--- config.mk ---
export PLATFORM = sky130hd
export DESIGN_NAME = effect_chain_panel_controller
export DESIGN_NICKNAME = d
export VERILOG_FILES = /design/src/rtl/ecpc_pkg.sv /design/src/rtl/ecpc_glyph.sv /design/src/rtl/ecpc_core.sv /design/src/rtl/effect_chain_panel_controller.sv
export SDC_FILE = /design/constraint.sdc
export NUM_CORES = 1
export LEC_CHECK = 0
export BUFFER_PORTS_ARGS = -buffer_cell sky130_fd_sc_hd__buf_2
export CORE_AREA = 2 2 101 142
export DETAILED_ROUTE_END_ITERATION = 8
export DIE_AREA = 0 0 103 144
export PLACE_DENSITY = 0.68
export REMOVE_ABC_BUFFERS = 1
export SETUP_SLACK_MARGIN = 0.3
export SLEW_MARGIN = 10
export SYNTH_ARGS = -nofsm -noshare
export SYNTH_HDL_FRONTEND = slang
export SYNTH_HIERARCHICAL = 1
export SYNTH_SLANG_ARGS = --single-unit
--- constraint.sdc ---
create_clock -name clk -period 13.8 [get_ports clk]
set_input_delay 2.76 -clock clk [delete_from_list [all_inputs] [get_ports clk]]
set_output_delay 2.76 -clock clk [all_outputs]
set_load 0.02 [all_outputs]
--- src/rtl/ecpc_pkg.sv ---
// Package for the effect chain panel controller.
// Holds the request and result structs, the internal status structs and fixed constants.
// No dependencies.
package ecpc_pkg;

  localparam int unsigned NUM_POS = 4;
  localparam logic [3:0]  MAX_PARAM = 4'd9;
  localparam logic [15:0] LOCKOUT_RESET = 16'd7000;
  localparam logic [15:0] COUNT_MAX = 16'hFFFF;

  typedef struct packed {
    logic chain_button_level;
    logic effect_button_level;
    logic param_button_level;
    logic bypass_button_level;
  } in_t;

  typedef struct packed {
    logic [15:0] display_port;
    logic        bypass_on;
    logic [1:0]  effect_pos0;
    logic [1:0]  effect_pos1;
    logic [1:0]  effect_pos2;
    logic [1:0]  effect_pos3;
    logic [3:0]  param_pos0;
    logic [3:0]  param_pos1;
    logic [3:0]  param_pos2;
    logic [3:0]  param_pos3;
  } out_t;

  // What the display encoder needs to pick a character.
  typedef struct packed {
    logic       bypass;
    logic       show_param;
    logic [3:0] param;
    logic [1:0] position;
    logic [1:0] effect;
  } disp_sel_t;

  // Flag and table contents after one tick.
  typedef struct packed {
    logic                      bypass_on;
    logic [NUM_POS-1:0][1:0]   effect_tab;
    logic [NUM_POS-1:0][3:0]   param_tab;
  } tables_t;

endpackage

--- src/rtl/ecpc_glyph.sv ---
// Seven-segment encoder for the effect chain panel controller.
// Picks the character for the current tick and remaps it onto the port word.
// Depends on ecpc_pkg.
module ecpc_glyph
  import ecpc_pkg::*;
(
  input  disp_sel_t   disp,
  output logic [15:0] port_word
);

  localparam logic [6:0] DASH_GLYPH = 7'h40;

  localparam logic [9:0][6:0] DIGIT_GLYPH = {
    7'h6F, 7'h7F, 7'h07, 7'h7D, 7'h6D, 7'h66, 7'h4F, 7'h5B, 7'h06, 7'h3F
  };

  // Indexed by {position, effect}.
  localparam logic [15:0][6:0] EFFECT_GLYPH = {
    7'h50, 7'h79, 7'h5E, 7'h4F,
    7'h78, 7'h71, 7'h39, 7'h5B,
    7'h76, 7'h7C, 7'h38, 7'h06,
    7'h39, 7'h6D, 7'h76, 7'h3F
  };

  logic [6:0] glyph;
  logic [3:0] digit;
  logic [6:0] seg;

  always_comb begin
    digit = (disp.param > 4'd9) ? 4'd9 : disp.param;
    if (disp.bypass) begin
      glyph = DASH_GLYPH;
    end else if (disp.show_param) begin
      glyph = DIGIT_GLYPH[digit];
    end else begin
      glyph = EFFECT_GLYPH[{disp.position, disp.effect}];
    end
  end

  // The board wires segments a..e to port bits in a shuffled order.
  assign seg = {glyph[6], glyph[5], glyph[0], glyph[1], glyph[4], glyph[3], glyph[2]};
  assign port_word = ~{4'b0000, seg, 5'b00000};

endmodule

--- src/rtl/ecpc_core.sv ---
// Panel state and per-tick update for the effect chain panel controller.
// Holds lockout counter, position, effect, parameter, flags and the two tables.
// Depends on ecpc_pkg.
module ecpc_core
  import ecpc_pkg::*;
(
  input  logic        clk,
  input  logic        rst,
  input  logic        advance,
  input  in_t         item,
  input  logic [15:0] lockout_ticks,
  output disp_sel_t   disp,
  output tables_t     tables
);

  logic [15:0] lockout_count, lockout_count_next;
  logic [1:0]  position, position_next;
  logic [1:0]  effect_sel, effect_sel_next;
  logic [3:0]  param_val, param_val_next;
  logic        bypass_flag, bypass_flag_next;
  logic        show_param_flag, show_param_flag_next;
  logic [NUM_POS-1:0][1:0] effect_table, effect_table_next;
  logic [NUM_POS-1:0][3:0] param_table, param_table_next;

  logic        locked_now, locked_after;
  logic        chain_acc, effect_acc, param_acc, bypass_acc, any_acc;
  logic [1:0]  eff_a;
  logic [3:0]  par_a, par_b;
  logic        show_a;
  logic [15:0] count_a;

  always_comb begin
    locked_now   = lockout_count < lockout_ticks;
    // Once a press restarts the counter, later buttons see a count of zero.
    locked_after = lockout_ticks != 16'd0;

    chain_acc = !item.chain_button_level && !locked_now && !bypass_flag;
    position_next = chain_acc ? position + 2'd1 : position;
    eff_a = chain_acc ? 2'd0 : effect_sel;
    par_a = chain_acc ? 4'd0 : param_val;

    effect_acc = !item.effect_button_level && !bypass_flag &&
                 !(chain_acc ? locked_after : locked_now);
    effect_sel_next = effect_acc ? eff_a + 2'd1 : eff_a;
    par_b = effect_acc ? 4'd0 : par_a;

    param_acc = !item.param_button_level && !bypass_flag && (effect_sel_next != 2'd0) &&
                !((chain_acc || effect_acc) ? locked_after : locked_now);
    if (param_acc) begin
      param_val_next = (par_b >= MAX_PARAM) ? 4'd0 : par_b + 4'd1;
    end else begin
      param_val_next = par_b;
    end
    show_a = param_acc || show_param_flag;

    bypass_acc = !item.bypass_button_level &&
                 !((chain_acc || effect_acc || param_acc) ? locked_after : locked_now);
    bypass_flag_next = bypass_flag ^ bypass_acc;

    any_acc = chain_acc || effect_acc || param_acc || bypass_acc;
    count_a = any_acc ? 16'd0 : lockout_count;
    lockout_count_next = (count_a == COUNT_MAX) ? count_a : count_a + 16'd1;
    show_param_flag_next = (lockout_count_next > lockout_ticks) ? 1'b0 : show_a;

    // Wrapping from the last position back to the first clears both tables.
    for (int i = 0; i < NUM_POS; i++) begin
      if (chain_acc && position == 2'd3) begin
        effect_table_next[i] = 2'd0;
        param_table_next[i]  = 4'd0;
      end else begin
        effect_table_next[i] = effect_table[i];
        param_table_next[i]  = param_table[i];
      end
      if (position_next == i[1:0]) begin
        effect_table_next[i] = effect_sel_next;
        param_table_next[i]  = param_val_next;
      end
    end
  end

  always_ff @(posedge clk) begin
    if (rst) begin
      lockout_count   <= 16'd0;
      position        <= 2'd0;
      effect_sel      <= 2'd0;
      param_val       <= 4'd0;
      bypass_flag     <= 1'b0;
      show_param_flag <= 1'b0;
      effect_table    <= '0;
      param_table     <= '0;
    end else if (advance) begin
      lockout_count   <= lockout_count_next;
      position        <= position_next;
      effect_sel      <= effect_sel_next;
      param_val       <= param_val_next;
      bypass_flag     <= bypass_flag_next;
      show_param_flag <= show_param_flag_next;
      effect_table    <= effect_table_next;
      param_table     <= param_table_next;
    end
  end

  always_comb begin
    disp.bypass     = bypass_flag_next;
    disp.show_param = show_a;
    disp.param      = param_val_next;
    disp.position   = position_next;
    disp.effect     = effect_sel_next;
    tables.bypass_on  = bypass_flag_next;
    tables.effect_tab = effect_table_next;
    tables.param_tab  = param_table_next;
  end

endmodule

--- src/rtl/effect_chain_panel_controller.sv ---
// Top level of the effect chain panel controller.
// Input request register, panel state update, display encoder and result register.
// Depends on ecpc_pkg, ecpc_core and ecpc_glyph.
//
// Each request is one polling tick with four active-low button levels; each produces
// exactly one result with the seven-segment port word, the bypass flag and the
// per-position effect and parameter tables. One request is taken every clock cycle
// when the result side keeps up. A request's result is registered: the input register
// feeds the state update and display encoder directly, and the result register loads
// from them once the result side is free. A stalled result holds the input register,
// which then holds off new requests.
// The lockout length is written through cfg_we/cfg_wdata and resets to 7000 ticks.
module effect_chain_panel_controller
  import ecpc_pkg::*;
(
  input  logic        clk,
  input  logic        rst,
  input  logic        in_valid,
  output logic        in_ready,
  input  in_t         in_item,
  output logic        out_valid,
  input  logic        out_ready,
  output out_t        out_item,
  input  logic        cfg_we,
  input  logic [15:0] cfg_wdata
);

  logic [15:0] lockout_ticks;
  logic        stage_valid;
  in_t         stage_item;
  logic        advance;
  disp_sel_t   disp;
  tables_t     tables;
  logic [15:0] port_word;

  assign advance  = stage_valid && (!out_valid || out_ready);
  assign in_ready = !stage_valid || advance;

  always_ff @(posedge clk) begin
    if (rst) begin
      lockout_ticks <= LOCKOUT_RESET;
    end else if (cfg_we) begin
      lockout_ticks <= cfg_wdata;
    end
  end

  always_ff @(posedge clk) begin
    if (rst) begin
      stage_valid <= 1'b0;
    end else if (in_ready) begin
      stage_valid <= in_valid;
    end
  end

  always_ff @(posedge clk) begin
    if (in_ready && in_valid) begin
      stage_item <= in_item;
    end
  end

  ecpc_core u_core (
    .clk           (clk),
    .rst           (rst),
    .advance       (advance),
    .item          (stage_item),
    .lockout_ticks (lockout_ticks),
    .disp          (disp),
    .tables        (tables)
  );

  ecpc_glyph u_glyph (
    .disp      (disp),
    .port_word (port_word)
  );

  always_ff @(posedge clk) begin
    if (rst) begin
      out_valid <= 1'b0;
    end else if (advance) begin
      out_valid <= 1'b1;
    end else if (out_ready) begin
      out_valid <= 1'b0;
    end
  end

  always_ff @(posedge clk) begin
    if (advance) begin
      out_item.display_port <= port_word;
      out_item.bypass_on    <= tables.bypass_on;
      out_item.effect_pos0  <= tables.effect_tab[0];
      out_item.effect_pos1  <= tables.effect_tab[1];
      out_item.effect_pos2  <= tables.effect_tab[2];
      out_item.effect_pos3  <= tables.effect_tab[3];
      out_item.param_pos0   <= tables.param_tab[0];
      out_item.param_pos1   <= tables.param_tab[1];
      out_item.param_pos2   <= tables.param_tab[2];
      out_item.param_pos3   <= tables.param_tab[3];
    end
  end

endmodule

# After elaboration in Yosys (flattened, before gate mapping)
# Memories as Yosys holds them, arrays and structs flattened.
# Cells that the tools add are included.
# op_classes
add_sub_neg	4
n_lt_le_gt_ge	6
eq_ne	5
mux	36
bitwise_logic	2
n_reduce_logical	32
# op_table
operator	n
two-way mux 4 bit	13
two-way mux 16 bit	2
two-way mux 7 bit	4
two-way mux 2 bit	11
adder 16 x 1 -> 16 bit (second input constant)	1
== test 16 bit (second input constant)	1
> comparator 16 bit	1
less-than comparator 16 bit	1
inverter 12 -> 16 bit	1
nonzero test 16 bit	1
logical AND 1 bit	11
zero test 1 bit	11
less-than comparator 4 x 5 -> 1 bit (second input constant)	2
== test 2 bit (second input constant)	3
logical OR 1 bit	6
two-way mux 1 bit	6
adder 2 x 1 -> 2 bit (second input constant)	2
adder 4 x 1 -> 4 bit (second input constant)	1
greater-or-equal comparator 4 bit (second input constant)	1
> comparator 4 bit (second input constant)	1
nonzero test 2 bit	2
== test 2 x 1 -> 1 bit (second input constant)	1
zero test 2 bit	1
XOR 1 bit	1
# totals
register_bits	113
mem_bits_ro	224
inputBits	25
out_inout_bits	43
memories	2
# mem_list
name	depth	width	read_ports	rd_ports_with_merged_regs	write_ports	line	source
(no name shown)	16	7	1	0	0	ecpc_glyph.sv:34	glyph = DIGIT_GLYPH[digit];
(no name shown)	16	7	1	0	0	ecpc_glyph.sv:36	glyph = EFFECT_GLYPH[{disp.position, disp.effect}];

# Depth between registers and ports, before layout
# Gate-level depths: netlist of the first run.
# depth
ltp_word	21
ltp_mapped	26
depth_no_buf	24

# Cells and area by module
# The synthesis of the first run kept the hierarchy.
# modules_own_cells
module	n_inst	cells_per_inst	area_each_um2
ecpc_core	1	479	4083.9
effect_chain_panel_controller	1	107	2037.0
ecpc_glyph	1	74	540.5

# Worst setup path before layout of the first run
# No wires, ideal clock.
# synth_timing
kind	input port to output port
start	input out_ready
end	output in_ready
t_arrival_ps	3037
slack_ps	8003
path_stages	1
cell_sequence	nand3b_1
# synth_via
elab_chain_cells	3
# synth_rtl
item	line	source
from (decl)	effect_chain_panel_controller.sv:22	input logic out_ready,
logical OR 1 bit	effect_chain_panel_controller.sv:36	assign advance = stage_valid && (!out_valid || out_ready);
logical AND 1 bit	effect_chain_panel_controller.sv:36	
logical OR 1 bit	effect_chain_panel_controller.sv:37	assign in_ready = !stage_valid || advance;
to (decl)	effect_chain_panel_controller.sv:19	output logic in_ready,
# Every way passes these cells.

# Worst setup path in the final report of the first run
# Same ends and word-level chain as after synthesis.

==> metrics.md, run 1 <==
| Metric | Value |
|---|---|
| Worst-Margin Slew | `0.8866 ns` |
| Final hold violation count | `0` |
| Final setup fails | `0` |
| Drt first pass iters | `5` |
| Final WL | `15080 um` |
| Endpoint class of the critical path | `output pin` |
| Top post-synthesis cells by area | `dfxtp_1, edfxtp_1, ha_1` |
| CTS H-tree depth | `4` |
| Overall power | `0.8921 mW` |
| Gpl congestion | `0.8886` |
| Clk pwr share | `49.8%` |
| Design area | `7595 um2` |
| Placement row count | `51` |
| Top-area cell type share of the netlist area | `20.44%` |
| Horiz. Die Dim | `103 um` |
| Number of synthesized flops with an enable pin | `45` |
| Reg clk slew, reported paths | `0.06 ns` |
| Worst Path Required | `11.04 ns` |
| First-pass GRT wire length | `24850 um` |
| Distinct cells, synth | `82` |
| Max-slew violation count | `0` |
| CTS tree | `yes` |
| Internal | `0.6606 mW` |
| Vias/cell | `5.763` |
| Synth Warn # | `6` |
| Post-CTS sizing | `0` |
| Pwr Density | `117.5 nW/um2` |
| Total GRT Usage | `21.32%` |
| Finished Layout Cells | `913` |
| Worst hold margin | `0.4674 ns` |
| Slew headroom | `39.20%` |
| Reg area | `2713 um2` |
| Inserted Clock Buffers | `17` |
| Sw Ratio | `25.95%` |
| Vias in the first global route | `5413` |
| Flip-flop and latch count after synthesis | `113` |
| Final #Nets | `786` |
| Syn Area/Cell | `10.09 um2` |
| DP Worst Slack | `7.821 ns` |
| Clock latency on the worst-skew pair | `0.41 ns` |
| Setup TNS | `0 ns` |
| Routed wire per std cell | `16.52 um` |
| Critical Path Start Type | `input pin` |
| Core Region | `13660 um2` |
| CTS sink cnt | `113` |
| Layout cell share with drive strength beyond 1 | `20.47%` |
| Post-CTS Setup Bufs | `0` |
| Clock Skew | `0.01154 ns` |
| Max FO, Critical Path | `3` |
| Die ar. | `14830 um2` |
| Most Frequent Cell on Critical Path | `buf_2` |
| CP peak stage delay | `0.18 ns` |
| Crit Path Category | `input pin to output pin` |
| Initial antenna violation count | `0` |
| Net Switching | `0.2315 mW` |
| Dpl cells | `881` |
| Worst EP arrival | `3.22 ns` |
| Global route total overflow | `0` |
| Final HPWL DP | `10730 um` |
| Hold Path Class | `register to register` |
| Tmin final | `5.978 ns` |
| Slowest library cell on the worst path | `nand3b_1` |
| Cell taking the most area after synthesis | `dfxtp_1` |
| Final ANT Viol Nets | `0` |
| Buffer depth of the longest clock path | `2` |
| Logic pwr share | `9.0%` |
| Count leader, synth | `dfxtp_1` |
| I/O Pins | `68` |
| Post-place instance area | `6997 um2` |
| Final Core Density | `55.62%` |
| Fmax | `167.3 MHz` |
| N_diodes | `0` |
| Footprint of the multi-input gates | `3511 um2` |
| Sequential group share of total power | `41.2%` |
| Status | `completed` |
| Final period utilization | `43.32%` |
| Critical-path cell list | `buf_2 > nand3b_1 > buf_2` |
| Filler cell count | `1251` |
| Synthesized area | `6661 um2` |
| Unrepaired setup endpoints after global routing | `no` |
| Die Y-Extent | `144 um` |
| Port buffer count | `67` |
| Pleak | `3.145 nW` |
| Synth Flop Type | `dfxtp_1` |
| # DRC | `0` |
| Final WS setup | `7.822 ns` |
| Synth-to-Final Area Change | `14.01%` |
| Synth async-reset ratio | `0%` |
| Synth cell count leaders | `dfxtp_1, nor2_1, ha_1` |
| Max_cap viols | `0` |
| # hold bufs at CTS | `0` |
| CTS root buffer | `clkbuf_16` |
| Starting Density | `48.78%` |
| Max VDD drop | `0.07141 mV` |
| DRT iter0 DRCs | `174` |
| Mapped Cells | `660` |
| Seq/Total Area, Yosys | `40.72%` |
| Largest net degree at the start of global routing | `66` |
| Vias after detailed routing | `5262` |
-- worst max-delay path, delay by kind of cell --
kind / cells / cell delay (ns)
buffers and inverters: 2 / 0.28
and+or+nand+nor: 1 / 0.18
-- power by group through the flow --
stage / clock (mW) / sequential (mW) / combinational, mW
floorplan: 0 / 0.380 / 0.0461
global placement: 0 / 0.374 / 0.0775
detailed placement: 0 / 0.375 / 0.0807
CTS: 0.454 / 0.367 / 0.0810
global route: 0.471 / 0.369 / 0.0896
finish: 0.444 / 0.367 / 0.0807
-- registers in the layout, summed over array words and instances, names as in the netlist --
name                    count
u_core/param_table         16
lockout_ticks              16
u_core/show_param_flag      1
u_core/lockout_count       16
out_valid                   1
stage_item                  4
u_core/effect_table         8
stage_valid                 1
u_core/bypass_flag          1
u_core/position             2
u_core/param_val            4
u_core/effect_sel           2
out_item                   41
-- cell families (layout without fill, tap and decap cells) --
| group | after synthesis | in the layout | share of synthesized area, % |
|---|---|---|---|
| flops | 113 | 113 | 40.72 |
| xor+xnor | 15 | 15 | 1.972 |
| mux | 23 | 23 | 3.569 |
| other cells | 1 | 9 | 0.05629 |
| fa+ha+maj | 46 | 46 | 8.640 |
| compound gates | 181 | 181 | 22.84 |
| simple gates | 193 | 193 | 15.16 |
| buf+inv | 88 | 148 | 7.044 |
-- area by class of cell --
| class | count | share of cell area [%] |
|---|---|---|
| Inverter | 43 | 2.125 |
| Tap cell | 185 | 3.048 |
| Clock inverter | 15 | 2.273 |
| Clock buffer | 17 | 5.601 |
| Timing Repair Buffer | 73 | 5.008 |
| Sequential cell | 113 | 35.72 |
| Multi-Input combinational cell | 467 | 46.23 |
-- layout by cell type (no fill, tap or decap), types with 5 or more instances in the layout --
cell type / synthesis / final
dfxtp_1: 68 / 68
buf_2: 10 / 67
nor2_1: 57 / 57
ha_1: 46 / 46
edfxtp_1: 45 / 45
inv_1: 42 / 42
nand2_1: 39 / 39
a21oi_1: 27 / 27
a32o_1: 23 / 23
o21ai_0: 21 / 21
mux2i_1: 20 / 20
clkbuf_16: 0 / 17
a22o_1: 17 / 17
o21a_1: 15 / 15
nand3_1: 13 / 13
xnor2_1: 13 / 13
nand4_1: 11 / 11
nor2b_1: 10 / 10
conb_1: 1 / 9
nand2b_1: 8 / 8
a211o_1: 8 / 8
o2bb2ai_1: 8 / 8
inv_6: 0 / 7
nor4_1: 7 / 7
a22o_2: 7 / 7
buf_4: 14 / 6
nor3b_1: 6 / 6
nor3_1: 6 / 6
a211oi_1: 6 / 6
o21bai_1: 5 / 5
-- layer usage --
layer	wire (um)	share of wire [%]	track usage, %	vias to the layer above
met3	495	3.3	4.205	37
met1	5805	38	22.21	2545
li1	-	-	-	2540
met5	0	0	0	-
met2	8254	55	39.44	140
met4	527	3.5	11.15	0
-- final timing paths --
kind              slack, ns                                start                             endpoint  cells after the start
setup / recovery       7.82                            out_ready                             in_ready                      3
setup reg to reg       8.48        lockout_ticks[5]$_SDFFE_PP0P_               out_item[31]$_DFFE_PP_                     23
hold / removal         0.47  u_core/effect_table[0]$_SDFFE_PP0P_  u_core/effect_table[0]$_SDFFE_PP0P_                      1
hold reg to reg        0.47  u_core/effect_table[0]$_SDFFE_PP0P_  u_core/effect_table[0]$_SDFFE_PP0P_                      1
Note: power is estimated with default switching activity, not from simulation.
==> run 2: changes to the inputs <==
clock period = 6.2 ns   (was 13.8 ns; I/O delays follow)
==> metrics.md, run 2 (synthesis results as in run 1) <==
| Metric | Value |
|---|---|
| Status | `completed` |
| Sw Ratio | `26.07%` |
| Die Y-Extent | `144 um` |
| Horiz. Die Dim | `103 um` |
| Global route total overflow | `0` |
| Reg clk slew, reported paths | `0.06 ns` |
| Net Switching | `0.4905 mW` |
| CTS sink cnt | `113` |
| Clock Skew | `0.01025 ns` |
| Most frequent cells in the layout | `dfxtp_1, buf_2, nor2_1` |
| Vias in the first global route | `5154` |
| Drt first pass iters | `7` |
| Vias/cell | `5.795` |
| Final period utilization | `86.40%` |
| I/O Pins | `68` |
| Logic pwr share | `9.6%` |
| # hold bufs at CTS | `0` |
| Final setup fails | `0` |
| Initial antenna violation count | `0` |
| Fmax | `186.7 MHz` |
| Synth-to-Final Area Change | `13.32%` |
| Crit Path Category | `register to register` |
| Filler cell count | `1219` |
| Max_cap viols | `0` |
| Routed wire per std cell | `16.93 um` |
| Endpoint class of the critical path | `register` |
| Placement row count | `51` |
| CTS root buffer | `clkbuf_16` |
| Internal | `1.391 mW` |
| Worst EP arrival | `5.50 ns` |
| Finished Layout Cells | `914` |
| Hold Path Class | `register to register` |
| Pleak | `3.122 nW` |
| Final WL | `15470 um` |
| Post-CTS Setup Bufs | `0` |
| Worst Path Required | `6.34 ns` |
| Final #Nets | `787` |
| CTS H-tree depth | `4` |
| N_diodes | `0` |
| Port buffer count | `67` |
| Unrepaired setup endpoints after global routing | `no` |
| # DRC | `0` |
| Worst-Margin Slew | `0.8673 ns` |
| Max FFs per register | `41` |
| Pwr Density | `249.3 nW/um2` |
| Gpl congestion | `0.8892` |
| Sequential group share of total power | `43.5%` |
| Setup TNS | `0 ns` |
| Layout cell share with drive strength beyond 1 | `20.58%` |
| Total GRT Usage | `21.27%` |
| Inserted Clock Buffers | `17` |
| Final HPWL DP | `11100 um` |
| Max-slew violation count | `0` |
| DRT iter0 DRCs | `264` |
| Buffer depth of the longest clock path | `2` |
| Most common cell after layout, fill and taps aside | `dfxtp_1` |
| Max FO, Critical Path | `10` |
| Post-CTS sizing | `0` |
| Vias after detailed routing | `5297` |
| First-pass GRT wire length | `24340 um` |
| Max VDD drop | `0.1520 mV` |
| Starting Density | `48.78%` |
| Top reg by flops | `out_item` |
| CTS tree | `yes` |
| Tmin final | `5.357 ns` |
| Clock latency on the worst-skew pair | `0.41 ns` |
| Final ANT Viol Nets | `0` |
| Clk pwr share | `46.8%` |
| Dpl cells | `882` |
| Final hold violation count | `0` |
| Slew headroom | `40.53%` |
| Largest net degree at the start of global routing | `66` |
| Die ar. | `14830 um2` |
| Critical Path Start Type | `register` |
| Core Region | `13660 um2` |
-- run 2: layout make-up --
type                       instances  area (um2)  share of cell area (%)
sequential                       113        2713                   35.94
timing repair buffer              74       387.9                   5.138
tap                              185       231.5                   3.066
inverter                          43       161.4                   2.138
multi-input combinational        467        3511                   46.51
clock inverter                    14       105.1                   1.392
clock buffer                      18       439.2                   5.818
-- run 2: worst max-delay path: stages (launching register included) --
cell     delay (ns)
dfxtp_1        0.39
inv_1          0.10
ha_1           0.31
nand4_1        0.19
o21ai_1        0.54
a22o_2         0.35
nand2_1        0.10
nand2_1        0.13
ha_1           0.17
nor3b_1        0.07
nor2_1         0.23
nor2_1         0.07
nor2_1         0.13
o21ai_0        0.12
a32oi_2        0.17
buf_4          0.21
inv_1          0.14
or2_2          0.34
a21oi_1        0.32
inv_1          0.12
ha_1           0.23
o211a_1        0.23
or4_1          0.45
-- run 2: power by group through the flow --
stage               clock network (mW)  logic (mW)  registers (mW)
floorplan                            0       0.103           0.846
global placement                     0       0.173           0.833
detailed placement                   0       0.180           0.834
CTS                              0.901       0.181           0.819
global route                     0.930       0.199           0.822
finish                           0.881       0.181           0.819
-- run 2: per-layer routing --
metal / GRT usage, % / wire length [um]
met4: 12.60 / 641
met2: 39.58 / 8421
met5: 0 / 0
met3: 3.963 / 542
met1: 21.44 / 5865
-- run 2: stage by stage --
step | cell area [um2] | total power [mW] | setup WS, ns | hold WS (ns) | util (%)
after CTS | 7548 | 1.902 | 0.9456 | 0.4668 | 55.28
after detailed placement | 7004 | 1.015 | 0.9589 | 0.4504 | 51.29
after global placement | 7004 | 1.006 | 1.273 | 0.4456 | 51.29
final | 7548 | 1.882 | 0.8429 | 0.4618 | 55.28
after global routing | 7548 | 1.951 | 0.4603 | 0.4769 | 55.28
after floorplan | 6384 | 0.9491 | 1.017 | 0.4281 | -
-- run 2: path summary, 6_finish.rpt --
kind	slack, ns	endpoint	from	depth (start not counted)
max	0.84	out_item[31]$_DFFE_PP_	lockout_ticks[14]$_SDFFE_PP0P_	22
min reg2reg	0.46	u_core/effect_table[7]$_SDFFE_PP0P_	u_core/effect_table[7]$_SDFFE_PP0P_	1
max reg2reg	0.84	out_item[31]$_DFFE_PP_	lockout_ticks[14]$_SDFFE_PP0P_	22
min	0.46	u_core/effect_table[7]$_SDFFE_PP0P_	u_core/effect_table[7]$_SDFFE_PP0P_	1
==> run 3: changes to the inputs <==
clock period = 5.6 ns   (was 6.2 ns; I/O delays follow)
==> metrics.md, run 3 (synthesis results as in run 1) <==
| Metric | Value |
|---|---|
| Placement row count | `51` |
| Vias in the first global route | `5222` |
| Starting Density | `48.78%` |
| Core Region | `13660 um2` |
| Clk pwr share | `48.8%` |
| Worst Path Required | `5.74 ns` |
| Most frequent cells in the layout | `dfxtp_1, buf_2, nor2_1` |
| Buffer depth of the longest clock path | `2` |
| Reg clk slew, reported paths | `0.06 ns` |
| Slowest library cell on the worst path | `or4_1` |
| Critical path's top delay family | `simple AND/OR/NAND/NOR gates` |
| Drt first pass iters | `5` |
| Slew headroom | `41.43%` |
| Worst EP arrival | `5.11 ns` |
| Overall power | `2.160 mW` |
| Sw Ratio | `24.77%` |
| Crit Path Category | `register to register` |
| Max FO, Critical Path | `8` |
| Final hold violation count | `0` |
| Pleak | `3.143 nW` |
| Final WS setup | `0.6350 ns` |
| DP Worst Slack | `0.4694 ns` |
| Final HPWL DP | `11090 um` |
| Unrepaired setup endpoints after global routing | `no` |
| Final ANT Viol Nets | `0` |
| Status | `completed` |
| Sequential group share of total power | `42.0%` |
| Clock Skew | `0.01262 ns` |
| Final WL | `15630 um` |
| Vias after detailed routing | `5303` |
| Global route total overflow | `0` |
| Inserted Clock Buffers | `17` |
| Port buffer count | `67` |
| CTS sink cnt | `113` |
| Final period utilization | `88.66%` |
| CTS tree | `yes` |
| Fmax | `201.4 MHz` |
| Synth-to-Final Area Change | `13.92%` |
| Tmin final | `4.965 ns` |
| Logic pwr share | `9.3%` |
| I/O Pins | `68` |
| Critical-path cell list | `inv_1 > ha_1 > and3_1 > o21ai_0 > o311ai_4 > a22o_2 > nand2_1 > nand2_1 > ha_1 > nor3b_1 > nor2_2 > nor2_1 > nor2_1 > o21ai_0 > a32oi_2 > inv_1 > or2_2 > a21oi_2 > inv_1 > ha_1 > o211a_1 > or4_1` |
| Final #Nets | `785` |
| Pwr Density | `284.6 nW/um2` |
| Finished Layout Cells | `912` |
| Net Switching | `0.5350 mW` |
| Most common cell after layout, fill and taps aside | `dfxtp_1` |
| Routed wire per std cell | `17.14 um` |
| Max-slew violation count | `0` |
| DRT iter0 DRCs | `189` |
| Hold Path Class | `register to register` |
| Largest net degree at the start of global routing | `66` |
| Worst-Margin Slew | `0.8785 ns` |
| N_diodes | `0` |
| Gpl congestion | `0.8946` |
| Horiz. Die Dim | `103 um` |
| Setup TNS | `0 ns` |
| Critical Path Start Type | `register` |
| # hold bufs at CTS | `0` |
| Final setup fails | `0` |
| Max VDD drop | `0.1698 mV` |
| CP peak stage delay | `0.47 ns` |
| Die ar. | `14830 um2` |
| Max FFs per register | `41` |
| Vias/cell | `5.815` |
| # DRC | `0` |
| Layout cell share with drive strength beyond 1 | `20.91%` |
| CTS root buffer | `clkbuf_16` |
| Endpoint class of the critical path | `register` |
| CTS H-tree depth | `4` |
| Top reg by flops | `out_item` |
| Dpl cells | `879` |
| Buf+Inv Stages, Crit Path | `3` |
| First-pass GRT wire length | `24670 um` |
| Max_cap viols | `0` |
| Total GRT Usage | `21.59%` |
| Design area | `7589 um2` |
| Internal | `1.625 mW` |
| Die Y-Extent | `144 um` |
| Clock latency on the worst-skew pair | `0.41 ns` |
| Initial antenna violation count | `0` |
| Post-place instance area | `6982 um2` |
[run 3: final timing paths]
check                                          start                            endpoint  slack (ns)  cells after the start
setup / recovery       lockout_ticks[6]$_SDFFE_PP1P_              out_item[31]$_DFFE_PP_        0.63                     22
hold reg to reg   u_core/param_table[5]$_SDFFE_PP0P_  u_core/param_table[5]$_SDFFE_PP0P_        0.46                      1
setup reg to reg       lockout_ticks[6]$_SDFFE_PP1P_              out_item[31]$_DFFE_PP_        0.63                     22
hold / removal    u_core/param_table[5]$_SDFFE_PP0P_  u_core/param_table[5]$_SDFFE_PP0P_        0.46                      1
[run 3: through the flow]
stage / utilization [%] / hold slack (ns)
6_report: 55.57 / 0.4634
5_1_grt: 55.57 / 0.4767
4_1_cts: 55.37 / 0.4654
3_5_place_dp: 51.13 / 0.4499
3_3_place_gp: 51.13 / 0.4434
2_1_floorplan: - / 0.4281
[run 3: worst register-to-register path, stage by stage, from the launching register on]
cell and delay (ns):
dfxtp_1 0.34, inv_1 0.08, ha_1 0.32, and3_1 0.15, o21ai_0 0.29, o311ai_4 0.22
a22o_2 0.32, nand2_1 0.09, nand2_1 0.10, ha_1 0.22, nor3b_1 0.15, nor2_2 0.17
nor2_1 0.06, nor2_1 0.08, o21ai_0 0.10, a32oi_2 0.20, inv_1 0.16, or2_2 0.36
a21oi_2 0.25, inv_1 0.10, ha_1 0.23, o211a_1 0.23, or4_1 0.47
[run 3: area by class of cell]
type / instances / area [um2]
Clock buffer: 19 / 442.9
Inverter: 43 / 161.4
Timing Repair Buffer: 72 / 372.9
Clock inverter: 13 / 136.4
Sequential cell: 113 / 2713
Multi-Input combinational cell: 467 / 3531
Tap cell: 185 / 231.5
Fill cell: 1224 / 6067
[run 3: power by group through the flow]
stage / clock network [mW] / logic, mW / registers (mW)
2_1_floorplan: 0 / 0.114 / 0.937
3_3_place_gp: 0 / 0.190 / 0.923
3_5_place_dp: 0 / 0.198 / 0.924
4_1_cts: 1.08 / 0.199 / 0.907
5_1_grt: 1.11 / 0.220 / 0.910
6_report: 1.05 / 0.200 / 0.906
[run 3: what timing repair did]
action / in CTS / in global routing
gates resized for setup: 0 / 4
setup endpoints to repair: 0 / 4
buffers inserted: 0 / 1
[run 3: metal layers]
metal | GRT usage [%] | part of all wire, % | wire length, um
met5 | 0 | 0 | 0
met4 | 12.60 | 3.3 | 523
met3 | 4.543 | 2.8 | 432
met2 | 40.23 | 55 | 8630
met1 | 21.47 | 39 | 6047
